<file path="config.mk">
export PLATFORM = sky130hd
export DESIGN_NAME = scba_ctrl
export DESIGN_NICKNAME = d
export VERILOG_FILES = /design/src/rtl/core/scba_pkg.sv /design/src/rtl/core/scba_ctrl.sv
export SDC_FILE = /design/constraint.sdc
export NUM_CORES = 1
export LEC_CHECK = 0
export BUFFER_PORTS_ARGS = -buffer_cell sky130_fd_sc_hd__buf_2
export CAP_MARGIN = 10
export CELL_PAD_IN_SITES_DETAIL_PLACEMENT = 1
export CELL_PAD_IN_SITES_GLOBAL_PLACEMENT = 2
export CORE_AREA = 2 2 39 41
export DETAILED_ROUTE_END_ITERATION = 12
export DIE_AREA = 0 0 41 43
export PLACE_DENSITY_LB_ADDON = 0.12
export REMOVE_ABC_BUFFERS = 1
export SETUP_SLACK_MARGIN = 0.5
export SKIP_LAST_GASP = 1
export SYNTH_ARGS = -nofsm -noshare
export SYNTH_HDL_FRONTEND = slang
export SYNTH_SLANG_ARGS = --single-unit
</file>
<file path="constraint.sdc">
create_clock -name clk -period 4.07 [get_ports clk]
set_clock_uncertainty 0.2 [all_clocks]
set_input_delay 0.2035 -clock clk [delete_from_list [all_inputs] [get_ports clk]]
set_output_delay 0.2035 -clock clk [all_outputs]
set_load 0.005 [all_outputs]
</file>
<file path="src/rtl/core/scba_pkg.sv">
`timescale 1ns / 1ps
// ----------------------------------------------------------------------------
// scba_pkg: shared types and constants of the size-class block allocator
// Status codes and the controller command bundle.
// ----------------------------------------------------------------------------
package scba_pkg;
	localparam int ADDR_W  = 18;
	localparam int SIZE_W  = 12;
	localparam int USED_W  = 16;
	localparam int COUNT_W = 9;

	typedef enum logic [2:0] {
		ST_OK        = 3'd0,
		ST_BAD_SIZE  = 3'd1,
		ST_NO_PAGE   = 3'd2,
		ST_FOREIGN   = 3'd3,
		ST_UNDERFLOW = 3'd4
	} status_t;

	// controller -> datapath
	typedef struct packed {
		logic load;     // capture request word
		logic read;     // issue page table reads
		logic link;     // issue link read at the block head
		logic commit;   // apply writes and produce result
	} cmd_t;
endpackage

</file>
<file path="src/rtl/core/scba_ctrl.sv">
`timescale 1ns / 1ps
// ----------------------------------------------------------------------------
// scba_ctrl: request sequencer
// Steps each word through load, table read, link read and commit, then holds
// the result.
// ----------------------------------------------------------------------------
module scba_ctrl (
	input  logic           clk,
	input  logic           arst_n,
	input  logic           in_valid,
	output logic           in_ready,
	output logic           out_valid,
	input  logic           out_ready,
	output scba_pkg::cmd_t cmd
);
	import scba_pkg::*;

	typedef enum logic [4:0] {
		S_IDLE = 5'b00001,
		S_READ = 5'b00010,
		S_LINK = 5'b00100,
		S_COMMIT = 5'b01000,
		S_OUT = 5'b10000
	} state_t;

	state_t state_q;
	logic   out_fire;

	assign out_fire  = (state_q == S_OUT) && out_ready;
	assign in_ready  = (state_q == S_IDLE) || out_fire;
	assign out_valid = (state_q == S_OUT);
	assign cmd.load   = in_valid && in_ready;
	assign cmd.read   = (state_q == S_READ);
	assign cmd.link   = (state_q == S_LINK);
	assign cmd.commit = (state_q == S_COMMIT);

	always_ff @(posedge clk or negedge arst_n) begin
		if (!arst_n) begin
			state_q <= S_IDLE;
		end else begin
			case (state_q)
				S_IDLE: begin
					if (in_valid) state_q <= S_READ;
				end
				S_READ: state_q <= S_LINK;
				S_LINK: state_q <= S_COMMIT;
				S_COMMIT: state_q <= S_OUT;
				S_OUT: begin
					if (out_ready) state_q <= in_valid ? S_READ : S_IDLE;
				end
				default: state_q <= S_IDLE;
			endcase
		end
	end
endmodule

</file>
==> flow_summary.ini <==
[layout]
multi_input_area_um2 = 156
top_regs = state_q x5
fin_nets = 47
final_util_pct = 28.3
diodes = 0
area_growth_pct = 25.2
largest_reg_flops = 5
fill_cells = 169
layout-drive-gt1-share_pct = 33.3
largest_register = state_q
final-seq-area_um2 = 126

[clock_network]
post_cts_buffers = 0
hold_buffers = 1
cts_sinks = 5
cts_tree = built
htreeDepth = 1
root_buffer = clkbuf_4
cts-resized-gates = 0
cts_buffer_depth = 2
cts-buffers-inserted = 3
clk_pin_slew_ns = 0.04
insertion_delay_ns = 0.25

[die]
dieArea_um2 = 1760
ioPinCount = 10
die_x_um = 41
std_cell_rows = 14
initial_core_util_pct = 22.6
die_y_um = 43
core_area_um2 = 1380

[power]
p_clk_share_pct = 26.6
comb_power_share_pct = 33.9
leakage_nw = 0.192
p_sw_w = 0.0000789
p_sw_share_pct = 35.5
seqPwrFrac_pct = 39.5
intPower_w = 0.000143
peakVddDrop_mv = 0.196
power_density_nw_per_um2 = 567

[sta]
fmax_mhz = 537
worstMarginPinSlew_ns = 0.465
setup_tns_ns = 0
slew_violations = 0
setup_violations = 0
period_share_pct = 45.8
hold_viol = 0
slew_headroom_pct = 68.2
period_minus_slack_ns = 1.86
rsz0062_at_grt = false

[run]
drv_cap = 0

[worst_setup_path]
cp_max_fo = 9
reg2reg_depth = 3
worstPathRequired_ns = 3.67
worst_ep_arrival_time_ns = 1.46
critPathCaptureType = output port
critical_path.top_delay_family = flip-flops
cpMaxStageDelayCell = dfstp_2
crit_cells = 3
cp-endpoint = cmd[3]
crit_chain = and3b_1 > o2111a_1 > buf_2
start_kind = flip-flop
startpoint = state_q[0]
r2r_end = state_q[0]
cpPeakStageDelay_ns = 0.60
reg2reg_slack_ns = 2.51
critPathBufInv = 1
rr_startpoint = state_q[0]
critPathKind = reg -> out

[run_status]
outcome = finished, final reports clean

[global_route]
gr-total-overflow = 0
antenna_found_initial = 0
grt_first_pass_wirelength_mm = 1.22
grt_pass1_vias = 269
grt_usage_pct = 10.4
grt_max_degree = 11

[synth]
yosys.area_share.simple_pct = 31.6
synth-compound-area-share_pct = 15.6
yosysWarnings = 0
syn_area_um2 = 313
synth_seq_cells = 5
synth_fa_ha_area_share_pct = 0
synth_top_family_by_area = simple AND/OR/NAND/NOR gates
ys_types = 18
synth_mux_area_share_pct = 0
netlist_instances = 30
synth-xor-area-share_pct = 2.80
syn_avg_cell_area_um2 = 10.4
seq_area_frac_synth_pct = 40.4

[drt]
route.vias.total = 272
vias_per_cell = 4.69
wl_um = 750
post_drt_wl_per_cell_um = 12.9
antenna_left = 0
dr.pass1.iters = 1
detail_route.drc_violations = 0
drt-initial-drc-count = 0

[placement]
gp_congestion = 0.653
portBuffers = 9

[min_path]
hp-class = in -> reg
hold_path_depth = 2
==> synthesized netlist by cell type <==
cell / number / area share (%)
nor2_1: 1 / 1.2
nand2b_1: 2 / 4.0
dfstp_2: 1 / 8.4
o2111a_1: 2 / 7.2
nor4_1: 4 / 8.0
a2111oi_0: 1 / 2.8
nor4b_1: 2 / 5.6
or2_2: 1 / 2.0
dfrtp_1: 4 / 32
and2b_1: 1 / 2.4
and3b_1: 2 / 5.6
nand2_1: 1 / 1.2
inv_1: 2 / 2.4
buf_6: 2 / 7.2
nor3_1: 1 / 1.6
xnor2_1: 1 / 2.8
o211a_1: 1 / 3.2
o21a_1: 1 / 2.4
==> cell type report <==
type	count	share of cell area, %
Timing Repair Buffer	10	14.1
Sequential cell	5	32.3
Multi-Input combinational cell	21	39.9
Inverter	2	1.92
Clock buffer	4	6.71
Tap cell	16	5.11
==> per-stage QoR <==
stage | std cells | hold slack (ns) | setup slack [ns] | cell area (um2) | power [W]
finish | 58 | 0.0394 | 2.21 | 392 | 0.000222
detailed placement | 53 | -0.174 | 2.46 | 355 | 0.000165
global placement | 53 | -0.176 | 2.47 | 355 | 0.000162
global route | 58 | 0.0440 | 2.14 | 392 | 0.000240
floorplan | 28 | -0.292 | 2.58 | 290 | 0.000134
CTS | 58 | 0.0386 | 2.18 | 392 | 0.000228
==> worst register-to-register path: stages, from the launching register on <==
cell      delay, ns
dfstp_2        0.60
and3b_1        0.22
o2111a_1       0.27
nor3_1         0.19
==> power by group through the flow <==
| stage | combinational, W | clock (W) | sequential, W |
|---|---|---|---|
| after detailed placement | 0.0000760 | 0 | 0.0000886 |
| after floorplan | 0.0000521 | 0 | 0.0000817 |
| after global placement | 0.0000753 | 0 | 0.0000871 |
| after global routing | 0.0000836 | 0.0000654 | 0.0000911 |
| after CTS | 0.0000773 | 0.0000623 | 0.0000883 |
| final | 0.0000753 | 0.0000591 | 0.0000877 |
==> worst min-delay path by stage <==
stage	to	from
6_report	state_q[1]	in_valid
5_1_grt	state_q[1]	in_valid
3_3_place_gp	state_q[2]	arst_n
3_5_place_dp	state_q[2]	arst_n
4_1_cts	state_q[1]	in_valid
2_1_floorplan	state_q[1]	arst_n
==> cell usage in the layout, fill, tap and decap left out, drive strengths merged <==
master,Yosys,final
a2111oi,1,1
and2b,1,1
and3b,2,2
buf,2,9
clkbuf,0,4
dfrtp,4,4
dfstp,1,1
dlygate4sd3,0,1
inv,2,2
nand2,1,1
nand2b,2,2
nor2,1,1
nor3,1,1
nor4,4,4
nor4b,2,2
o2111a,2,2
o211a,1,1
o21a,1,1
or2,1,1
xnor2,1,1
==> cells by family (layout without fill, tap and decap cells) <==
group,count (synthesis),count (layout)
AND/OR/NAND/NOR,15,15
AO/OA/AOI/OAI,5,5
flip-flops,5,5
buffers and inverters,4,16
XOR/XNOR,1,1
==> routing by layer <==
metal  vias to the layer above  GRT usage, %  share of wire (%)
li1                        139             -                  -
met1                       123          12.8                 44
met2                        10          15.3                 49
met3                         0          6.28                7.5
met4                         0          2.00                  0
met5                         -             0                  0
(Power assumes the default switching activity.)
